## src/rtl/gkar_pkg.sv

```systemverilog
// Package for the gamepad key auto-repeat block: payload types, register
// codes, frame constants and reset values. No dependencies.
package gkar_pkg;

   localparam int KEY_BITS         = 16;
   localparam int NUM_KEYS_DEFAULT = 16;

   // frame header codes
   localparam logic [7:0] HDR_MODE_A = 8'h73;
   localparam logic [7:0] HDR_MODE_B = 8'h41;
   localparam logic [7:0] HDR_SYNC   = 8'h5A;

   // idle values
   localparam logic [15:0] STICK_IDLE = 16'h8080;
   localparam logic [15:0] KEYS_IDLE  = 16'hFFFF;
   localparam logic [7:0]  MODE_IDLE  = 8'h00;

   // register reset values
   localparam logic [23:0] PERIOD_RESET    = 24'd100000;
   localparam logic [7:0]  INIT_MULT_RESET = 8'd5;

   // register map: index is address bit 2
   localparam int         CSR_ADDR_W   = 3;
   localparam logic       REG_PERIOD   = 1'b0;
   localparam logic       REG_INIT_MUL = 1'b1;

   // per-key state word: hold multiple, press start time
   localparam int MULT_W  = 16;
   localparam int TIME_W  = 32;
   localparam int ENTRY_W = MULT_W + TIME_W;
   localparam int PROD_W  = MULT_W + 24;
   localparam logic [MULT_W-1:0] MULT_MAX = 16'hFFFF;

   typedef struct packed {
      logic        rx_valid;
      logic [7:0]  header_first;
      logic [7:0]  header_second;
      logic [15:0] key_bits;
      logic [15:0] left_stick;
      logic [15:0] right_stick;
      logic [31:0] timer_now;
   } req_type;

   typedef struct packed {
      logic [15:0] key_mask;
      logic [15:0] press_pulses;
      logic [15:0] left_out;
      logic [15:0] right_out;
      logic [7:0]  mode_out;
   } rsp_type;

   // latched frame fields that travel with an item to its result
   typedef struct packed {
      logic [15:0] key_mask;
      logic [15:0] left_out;
      logic [15:0] right_out;
      logic [7:0]  mode_out;
   } held_type;

endpackage

```

## src/rtl/gkar_ram.sv

```systemverilog
// Generic single-port-write, single-port-read RAM with registered read.
// No dependencies.
module gkar_ram #(
   parameter int WIDTH = 8,
   parameter int DEPTH = 16,
   localparam int AW = (DEPTH > 1) ? $clog2(DEPTH) : 1
) (
   input  logic             clock,
   input  logic             wr_en,
   input  logic [AW-1:0]    wr_addr,
   input  logic [WIDTH-1:0] wr_data,
   input  logic             rd_en,
   input  logic [AW-1:0]    rd_addr,
   output logic [WIDTH-1:0] rd_data
);

   logic [WIDTH-1:0] mem_ff [DEPTH];

   always_ff @(posedge clock) begin
      if (wr_en) begin
         mem_ff[wr_addr] <= wr_data;
      end
      if (rd_en) begin
         rd_data <= mem_ff[rd_addr];
      end
   end

endmodule

```

## src/rtl/gamepad_key_autorepeat_top.sv

```systemverilog
// Top level of the gamepad key auto-repeat block: request sequencer, per-key
// state pipeline over gkar_ram, result queue and register port. Uses gkar_pkg.
//
// Usage: each poll is one transfer on the req_ channel (valid/ready). Every
// poll yields exactly one transfer on the rsp_ channel, in order: latched key
// mask, sticks and mode, plus the press/auto-repeat pulse mask.
// A poll with a good header walks the keys one per cycle, save where a key's
// entry is still in flight, through the per-key state memory (read, multiply,
// compare/write back), so such a poll takes one sequencer slot per key
// (NUM_KEYS, at most 16); a poll with no frame or a bad header takes one slot.
// A new poll can be taken while earlier ones are still in the pipeline: it is
// accepted as the last slot of the previous one issues.
// Results sit in a two-entry queue; at most two polls are outstanding, so a
// stalled receiver holds req_ready low once two polls are outstanding, and
// nothing is dropped. Back-to-back reads of an entry still in flight wait.
// Reset (synchronous) clears the per-key valid bits, so all keys read as
// released, loads period 100000 and initial multiple 5, and empties the queue.
// Registers: 0x0 repeat period (24 bits), 0x4 initial multiple (8 bits);
// write only while idle. pready is tied high.
module gamepad_key_autorepeat_top #(
   parameter int NUM_KEYS = gkar_pkg::NUM_KEYS_DEFAULT
) (
   input  logic                              clock,
   input  logic                              reset,
   input  logic                              req_valid,
   output logic                              req_ready,
   input  gkar_pkg::req_type                 req_data,
   output logic                              rsp_valid,
   input  logic                              rsp_ready,
   output gkar_pkg::rsp_type                 rsp_data,
   input  logic                              psel,
   input  logic                              penable,
   input  logic                              pwrite,
   input  logic [gkar_pkg::CSR_ADDR_W-1:0]   paddr,
   input  logic [31:0]                       pwdata,
   output logic [31:0]                       prdata,
   output logic                              pready
);
   import gkar_pkg::*;

   // only the keys carried by key_bits take part
   localparam int KEY_COUNT = (NUM_KEYS < KEY_BITS) ? NUM_KEYS : KEY_BITS;
   localparam int AW        = (KEY_COUNT > 1) ? $clog2(KEY_COUNT) : 1;
   localparam logic [AW-1:0] KEY_LAST = AW'(KEY_COUNT - 1);

   // ---------------------------------------------------------------------
   // register port
   // ---------------------------------------------------------------------
   logic [23:0] period_ff;
   logic [7:0]  init_ff;
   logic        csr_wr;

   assign pready = 1'b1;
   assign csr_wr = psel && penable && pwrite;

   always_ff @(posedge clock) begin
      if (reset) begin
         period_ff <= PERIOD_RESET;
         init_ff   <= INIT_MULT_RESET;
      end else if (csr_wr) begin
         case (paddr[2])
            REG_PERIOD:   period_ff <= pwdata[23:0];
            REG_INIT_MUL: init_ff   <= pwdata[7:0];
            default:      ;
         endcase
      end
   end

   always_comb begin
      case (paddr[2])
         REG_PERIOD:   prdata = {8'h00, period_ff};
         REG_INIT_MUL: prdata = {24'h000000, init_ff};
         default:      prdata = 32'h0;
      endcase
   end

   // ---------------------------------------------------------------------
   // request intake: resolve frame fields, latch the item
   // ---------------------------------------------------------------------
   logic     req_fire;
   logic     hdr_ok;
   logic     scan_new;
   held_type held_ff, held_in;

   logic        busy_ff, busy_in;
   logic [AW-1:0] idx_ff, idx_in;
   logic        item_scan_ff;
   logic [15:0] item_keys_ff;
   logic [31:0] item_now_ff;
   held_type    item_held_ff;

   logic [1:0]  outstanding_ff, outstanding_in;

   assign hdr_ok = ((req_data.header_first == HDR_MODE_A) ||
                    (req_data.header_first == HDR_MODE_B)) &&
                   (req_data.header_second == HDR_SYNC);
   assign scan_new = req_data.rx_valid && hdr_ok;

   always_comb begin
      held_in = held_ff;
      if (!req_data.rx_valid) begin
         held_in.key_mask  = KEYS_IDLE;
         held_in.left_out  = STICK_IDLE;
         held_in.right_out = STICK_IDLE;
         held_in.mode_out  = MODE_IDLE;
      end else if (hdr_ok) begin
         held_in.key_mask  = req_data.key_bits;
         held_in.left_out  = req_data.left_stick;
         held_in.right_out = req_data.right_stick;
         held_in.mode_out  = req_data.header_first;
      end
   end

   // ---------------------------------------------------------------------
   // slot issue: one slot per key for a scan, one slot otherwise
   // ---------------------------------------------------------------------
   logic          s1_vld_ff, s1_scan_ff, s1_last_ff, s1_pressed_ff;
   logic [AW-1:0] s1_addr_ff;
   logic [31:0]   s1_now_ff;
   held_type      s1_held_ff;

   logic          s2_vld_ff, s2_scan_ff, s2_last_ff, s2_pressed_ff;
   logic [AW-1:0] s2_addr_ff;
   logic [31:0]   s2_now_ff, s2_start_ff, s2_elapsed_ff;
   logic [MULT_W-1:0] s2_mult_ff;
   logic [PROD_W-1:0] s2_prod_ff;
   held_type      s2_held_ff;

   logic hazard, issue, slot_last;

   // an entry still on its way to write-back must not be read again
   assign hazard = item_scan_ff &&
                   ((s1_vld_ff && s1_scan_ff && (s1_addr_ff == idx_ff)) ||
                    (s2_vld_ff && s2_scan_ff && (s2_addr_ff == idx_ff)));
   assign issue     = busy_ff && !hazard;
   assign slot_last = !item_scan_ff || (idx_ff == KEY_LAST);

   assign req_ready = (outstanding_ff < 2'd2) && (!busy_ff || (issue && slot_last));
   assign req_fire  = req_valid && req_ready;

   always_comb begin
      busy_in = busy_ff;
      idx_in  = idx_ff;
      if (req_fire) begin
         busy_in = 1'b1;
         idx_in  = '0;
      end else if (issue) begin
         if (slot_last) begin
            busy_in = 1'b0;
         end else begin
            idx_in = idx_ff + AW'(1);
         end
      end
   end

   always_ff @(posedge clock) begin
      if (reset) begin
         busy_ff <= 1'b0;
         idx_ff  <= '0;
         held_ff <= '{key_mask: KEYS_IDLE, left_out: STICK_IDLE,
                      right_out: STICK_IDLE, mode_out: MODE_IDLE};
      end else begin
         busy_ff <= busy_in;
         idx_ff  <= idx_in;
         if (req_fire) begin
            held_ff <= held_in;
         end
      end
   end

   always_ff @(posedge clock) begin
      if (req_fire) begin
         item_scan_ff <= scan_new;
         item_keys_ff <= req_data.key_bits;
         item_now_ff  <= req_data.timer_now;
         item_held_ff <= held_in;
      end
   end

   // ---------------------------------------------------------------------
   // per-key state memory and valid bits
   // ---------------------------------------------------------------------
   logic                ram_wr;
   logic [ENTRY_W-1:0]  ram_wdata, ram_rdata;
   logic                ram_rd;
   logic [KEY_COUNT-1:0] valid_ff, valid_in;

   assign ram_rd = issue && item_scan_ff;

   gkar_ram #(
      .WIDTH (ENTRY_W),
      .DEPTH (KEY_COUNT)
   ) u_state_ram (
      .clock   (clock),
      .wr_en   (ram_wr),
      .wr_addr (s2_addr_ff),
      .wr_data (ram_wdata),
      .rd_en   (ram_rd),
      .rd_addr (idx_ff),
      .rd_data (ram_rdata)
   );

   // stage 1: read issued, carry slot info
   always_ff @(posedge clock) begin
      if (reset) begin
         s1_vld_ff <= 1'b0;
      end else begin
         s1_vld_ff <= issue;
      end
   end

   always_ff @(posedge clock) begin
      if (issue) begin
         s1_scan_ff    <= item_scan_ff;
         s1_last_ff    <= slot_last;
         s1_addr_ff    <= idx_ff;
         s1_pressed_ff <= !item_keys_ff[idx_ff];
         s1_now_ff     <= item_now_ff;
         s1_held_ff    <= item_held_ff;
      end
   end

   // stage 2: threshold product and elapsed time
   logic [ENTRY_W-1:0] s1_word;
   logic [MULT_W-1:0]  s1_mult;
   logic [TIME_W-1:0]  s1_start;

   assign s1_word  = valid_ff[s1_addr_ff] ? ram_rdata : '0;   // unwritten reads as zero
   assign s1_mult  = s1_word[ENTRY_W-1:TIME_W];
   assign s1_start = s1_word[TIME_W-1:0];

   always_ff @(posedge clock) begin
      if (reset) begin
         s2_vld_ff <= 1'b0;
      end else begin
         s2_vld_ff <= s1_vld_ff;
      end
   end

   always_ff @(posedge clock) begin
      if (s1_vld_ff) begin
         s2_scan_ff    <= s1_scan_ff;
         s2_last_ff    <= s1_last_ff;
         s2_addr_ff    <= s1_addr_ff;
         s2_pressed_ff <= s1_pressed_ff;
         s2_now_ff     <= s1_now_ff;
         s2_held_ff    <= s1_held_ff;
         s2_mult_ff    <= s1_mult;
         s2_start_ff   <= s1_start;
         s2_elapsed_ff <= s1_now_ff - s1_start;
         s2_prod_ff    <= PROD_W'(s1_mult) * PROD_W'(period_ff);
      end
   end

   // stage 3: decide, write back, update pulse mask
   logic [MULT_W-1:0] init_eff;
   logic              pulse_bit;
   logic [15:0]       pulse_ff, pulse_in;
   logic              s2_work;

   assign init_eff = (init_ff == 8'h00) ? MULT_W'(1) : MULT_W'(init_ff);
   assign s2_work  = s2_vld_ff && s2_scan_ff;

   always_comb begin
      ram_wr    = 1'b0;
      ram_wdata = {s2_mult_ff, s2_start_ff};
      pulse_bit = 1'b0;
      valid_in  = valid_ff;
      pulse_in  = pulse_ff;
      if (s2_work) begin
         if (s2_pressed_ff) begin
            if (s2_mult_ff == '0) begin
               // first press
               ram_wr    = 1'b1;
               ram_wdata = {init_eff, s2_now_ff};
               valid_in[s2_addr_ff] = 1'b1;
               pulse_bit = 1'b1;
            end else if (PROD_W'(s2_elapsed_ff) > s2_prod_ff) begin
               // auto-repeat step, multiple saturates
               ram_wr    = 1'b1;
               ram_wdata = {(s2_mult_ff == MULT_MAX) ? s2_mult_ff : s2_mult_ff + MULT_W'(1),
                            s2_start_ff};
               pulse_bit = 1'b1;
            end
         end else begin
            valid_in[s2_addr_ff] = 1'b0;
         end
         pulse_in[s2_addr_ff] = pulse_bit;
      end
   end

   always_ff @(posedge clock) begin
      if (reset) begin
         valid_ff <= '0;
         pulse_ff <= '0;
      end else begin
         valid_ff <= valid_in;
         pulse_ff <= pulse_in;
      end
   end

   // ---------------------------------------------------------------------
   // result queue, two entries
   // ---------------------------------------------------------------------
   rsp_type     fifo_ff [2];
   logic        wr_ptr_ff, rd_ptr_ff;
   logic [1:0]  cnt_ff, cnt_in;
   logic        push, pop;
   rsp_type     push_data;

   assign push = s2_vld_ff && s2_last_ff;
   assign pop  = rsp_valid && rsp_ready;

   assign push_data = '{key_mask:     s2_held_ff.key_mask,
                        press_pulses: pulse_in,
                        left_out:     s2_held_ff.left_out,
                        right_out:    s2_held_ff.right_out,
                        mode_out:     s2_held_ff.mode_out};

   assign rsp_valid = (cnt_ff != 2'd0);
   assign rsp_data  = fifo_ff[rd_ptr_ff];

   always_comb begin
      cnt_in = cnt_ff;
      if (push && !pop) begin
         cnt_in = cnt_ff + 2'd1;
      end else if (pop && !push) begin
         cnt_in = cnt_ff - 2'd1;
      end
   end

   always_comb begin
      outstanding_in = outstanding_ff;
      if (req_fire && !pop) begin
         outstanding_in = outstanding_ff + 2'd1;
      end else if (pop && !req_fire) begin
         outstanding_in = outstanding_ff - 2'd1;
      end
   end

   always_ff @(posedge clock) begin
      if (reset) begin
         wr_ptr_ff      <= 1'b0;
         rd_ptr_ff      <= 1'b0;
         cnt_ff         <= 2'd0;
         outstanding_ff <= 2'd0;
      end else begin
         cnt_ff         <= cnt_in;
         outstanding_ff <= outstanding_in;
         if (push) begin
            wr_ptr_ff <= !wr_ptr_ff;
         end
         if (pop) begin
            rd_ptr_ff <= !rd_ptr_ff;
         end
      end
   end

   always_ff @(posedge clock) begin
      if (push) begin
         fifo_ff[wr_ptr_ff] <= push_data;
      end
   end

`ifndef SYNTHESIS
   // credit scheme keeps the queue from overflowing
   a_no_overflow: assert property (@(posedge clock) disable iff (reset)
      !(push && (cnt_ff == 2'd2)))
      else $error("result queue overflow");

   // interlock: never read an entry in the cycle it is written back
   a_no_rw_same: assert property (@(posedge clock) disable iff (reset)
      !(ram_wr && ram_rd && (s2_addr_ff == idx_ff)))
      else $error("state RAM read/write collision");

   // queued results are always covered by outstanding credits
   a_credit_cover: assert property (@(posedge clock) disable iff (reset)
      cnt_ff <= outstanding_ff)
      else $error("queued results exceed outstanding polls");

   // a released key is not held afterwards
   a_release_clears: assert property (@(posedge clock) disable iff (reset)
      (s2_work && !s2_pressed_ff) |=> !valid_ff[$past(s2_addr_ff)])
      else $error("released key still held");
`endif

endmodule
```

## config.mk

```make
export PLATFORM = sky130hd
export DESIGN_NAME = gamepad_key_autorepeat_top
export DESIGN_NICKNAME = d
export VERILOG_FILES = /design/src/rtl/gkar_pkg.sv /design/src/rtl/gkar_ram.sv /design/src/rtl/gamepad_key_autorepeat_top.sv
export SDC_FILE = /design/constraint.sdc
export NUM_CORES = 2
export LEC_CHECK = 0
export BUFFER_PORTS_ARGS = -buffer_cell sky130_fd_sc_hd__buf_2
export CORE_AREA = 5 5 373 650
export DETAILED_ROUTE_END_ITERATION = 10
export DIE_AREA = 0 0 378 655
export PLACE_DENSITY = 0.53
export SLEW_MARGIN = 20
export SYNTH_ARGS = -nofsm -noshare
export SYNTH_HDL_FRONTEND = slang
export SYNTH_HIERARCHICAL = 1
export SYNTH_SLANG_ARGS = --single-unit
```

## constraint.sdc

```tcl
create_clock -name clock -period 22.4 [get_ports clock]
set_clock_uncertainty 0.05 [all_clocks]
set_input_delay 1.12 -clock clock [delete_from_list [all_inputs] [get_ports clock]]
set_output_delay 1.12 -clock clock [all_outputs]
set_load 0.02 [all_outputs]
```

==> out/qor.yml <==
outcome:
  status: "finished, final reports clean"
critical_path:
  critPathCaptureType: "register"
  crit_path_top_delay_cell: "buf_4"
  r2r_start: "s1_addr_ff[0]"
  cp_max_fo: 80
  path_common_cell: "fa_1"
  cp-start-kind: "register"
  worst-setup-path-type: "reg -> reg"
  crit_arrival_ns: 10.66
  reg2reg_to: "s2_prod_ff[37]"
  critPathLaunch: "s1_addr_ff[0]"
  r2r_setup_slack_ns: 12.21
  required_ns: 22.86
  critical_path.max_stage_delay_ns: 0.71
  rr_worst_depth: 26
synth:
  synth_top_family_by_area: "adder cells"
  synth_compound_area_frac: 0.0461
  synthXorXnorAreaFrac: 0.0105
  ys_async_sr_fraction: 0
  ys_seq_elements: 1509
  yosys_warnings: 6
  synth_simple_gate_area_frac: 0.0792
  ys_types: 84
  synth_edf_count: 1375
  yosysMostFrequentCell: "edfxtp_1"
  synth_cells: 4763
  ys_seq_area_frac: 0.624
  synth_top_area_frac: 0.586
  syn_avg_cell_area_um2: 14.8
  synth_commonest_cells: "edfxtp_1, nand2_1, inv_1, fa_1, mux4_2"
  netlist_area_mm2: 0.0705
  synth_flop_cell: "edfxtp_1"
  yosys-top-cells-area: "edfxtp_1, fa_1, mux4_2"
  synthAdderAreaFrac: 0.119
  synth_mux_area_frac: 0.0829
  synth_area_leader_cell: "edfxtp_1"
sta:
  fin_crit_ns: 10.19
  fmax_mhz: 98.1
  period_share: 0.455
  final_hold_viol_count: 0
  setup-violations-final: 0
  timing_worst_slew_pin_value_ns: 1.15
  rsz0062_at_grt: "no"
  finalMaxSlewViolations: 0
  relSlewSlack: 0.231
  fin_tns_setup_ns: 0
cts:
  numClockSinks: 1509
  insertion_delay_ns: 0.79
  clock_path_buffers: 4
  cts_tree: "built"
  ctsHtreeMaxLevel: 4
  cts.repair.resized: 0
  numCtsBuffers: 147
  postCtsHoldBufs: 0
  post_cts_buffers: 0
  cts-root-buf: "clkbuf_16"
  clk_pin_slew_ns: 0.06
finish:
  drive_gt1_frac: 0.179
  fin_util: 0.339
  layout.nets: 5608
  areaGrowthSynthToFinish_pct: 13.3
  n_fill_cell: 22700
global_route:
  grt_util_all_layers: 0.146
  grt_overflow_total: 0
  grt_pass1_vias: 41700
  grt_antenna_before_repair: 8
  grt_max_degree: 93
  grt_pass1_wl_um: 272000
die:
  io_pins: 246
  rows: 236
  die_area_mm2: 0.248
  die_x_um: 378
  die_h_um: 655
  start_util: 0.299
  core-area_mm2: 0.236
hold_path:
  holdCritPathClass: "reg -> reg"
  hp-start: "s1_held_ff[52]"
  hold_end: "push_data[68]"
  whs_path_depth: 0
placed_design:
  dp_hpwl_um: 117000
  place.port_buffers: 226
  gp_congestion: 0.821
power_and_ir_drop:
  leakagePower_nw: 28.7
  power.total_w: 0.00614
  cellPowerDensity_mw_per_mm2: 76.9
  ir_drop_uv: 51.9
detailed_routing:
  ant_nets: 0
  vias_per_cell: 4.84
  route.detailed.drc: 0
  drt-initial-drc-count: 2650
  first_pass_iters: 6
  post_drt_wl_per_cell_um: 22.5
  routed_wl_um: 184000
  vias: 39600
job:
  cap_viol_max_count: 0
-- per-layer routing --
metal / track usage / up-vias / share of wire
li1: - / 17600 / -
met1: 0.172 / 20700 / 0.39
met2: 0.277 / 954 / 0.54
met3: 0.0164 / 307 / 0.040
met4: 0.0453 / 8 / 0.031
met5: 0 / - / 0.00025
-- flip-flops by register name (all words and copies together) (netlist names), 40 cells and up, named ones only --
signal,cells
fifo_ff,144
s1_held_ff,56
u_state_ram/mem_ff,768
item_held_ff,56
u_state_ram/rd_data,48
push_data,56
s2_prod_ff,40
held_ff,56
-- where the power goes --
group	internal (W)	switching, W	leakage (nW)
Clock	0.00136	0.00105	2.22
Combinational	0.000159	0.000303	12.9
Sequential	0.00320	0.0000611	13.6
-- area by class of cell --
type / count / area, um^2 / share of cell area
Antenna cell: 2 / 5.00 / 0.0000626
Clock buffer: 181 / 3890 / 0.0487
Clock inverter: 73 / 674 / 0.00844
Inverter: 420 / 1580 / 0.0198
Multi-Input combinational cell: 2594 / 24100 / 0.301
Sequential cell: 1509 / 44000 / 0.551
Tap cell: 3094 / 3870 / 0.0485
Timing Repair Buffer: 310 / 1800 / 0.0225
-- cells in the final DEF (no fill, tap or decap), types with 23 or more instances in the layout --
cell type,count
nor3_1,23
and2_1,23
edfxtp_1,1375
fa_1,307
nor2b_1,37
clkbuf_16,149
nand3b_1,31
a22oi_1,96
mux2_2,112
xnor2_1,51
clkbuf_1,28
nand3_1,71
a21o_1,38
o21ai_0,61
nand2_1,660
nor2_1,66
a21boi_1,28
clkinv_1,31
inv_2,30
dfxtp_1,130
buf_4,82
a21oi_1,169
ha_1,180
mux4_2,198
buf_2,225
and3_1,180
inv_1,388
xor2_1,28
-- cells by family (layout without fill, tap and decap cells) --
family	count (synthesis)	count (layout)
AOI/OAI and AO/OA	498	498
other	2	11
muxes	321	321
DFF	1509	1509
buffers and inverters	667	984
and+or+nand+nor	1195	1195
adders and majority gates	487	487
xor gates and xnor gates	84	84
-- per-stage QoR --
stage	setup slack (ns)	std cells	hold slack, ns	area, um^2
6_report	12.21	8183	0.359	79900
5_1_grt	11.83	8182	0.373	79900
4_1_cts	12.12	8180	0.359	79800
3_5_place_dp	12.17	7926	0.355	75300
3_3_place_gp	12.23	7925	0.351	75200
2_1_floorplan	14.40	4770	0.350	70500
-- critical path, delay by kind of cell (launching register included) --
kind,cells,cell delay [ns]
muxes,3,0.92
and+or+nand+nor,5,1.58
buffers and inverters,6,1.89
AOI/OAI and AO/OA,5,1.35
DFF,1,0.56
adders and majority gates,7,3.51
-- worst max-delay path by stage --
| stage | end | slack (ns) | depth (start not counted) |
|---|---|---|---|
| 2_1_floorplan | outstanding_ff[1] | 14.40 | 11 |
| 3_5_place_dp | s2_prod_ff[37] | 12.17 | 26 |
| 6_report | s2_prod_ff[37] | 12.21 | 26 |
| 3_3_place_gp | s2_prod_ff[37] | 12.23 | 26 |
| 5_1_grt | s2_prod_ff[37] | 11.83 | 26 |
| 4_1_cts | s2_prod_ff[37] | 12.12 | 26 |
Power figures use the tool's default switching activity.
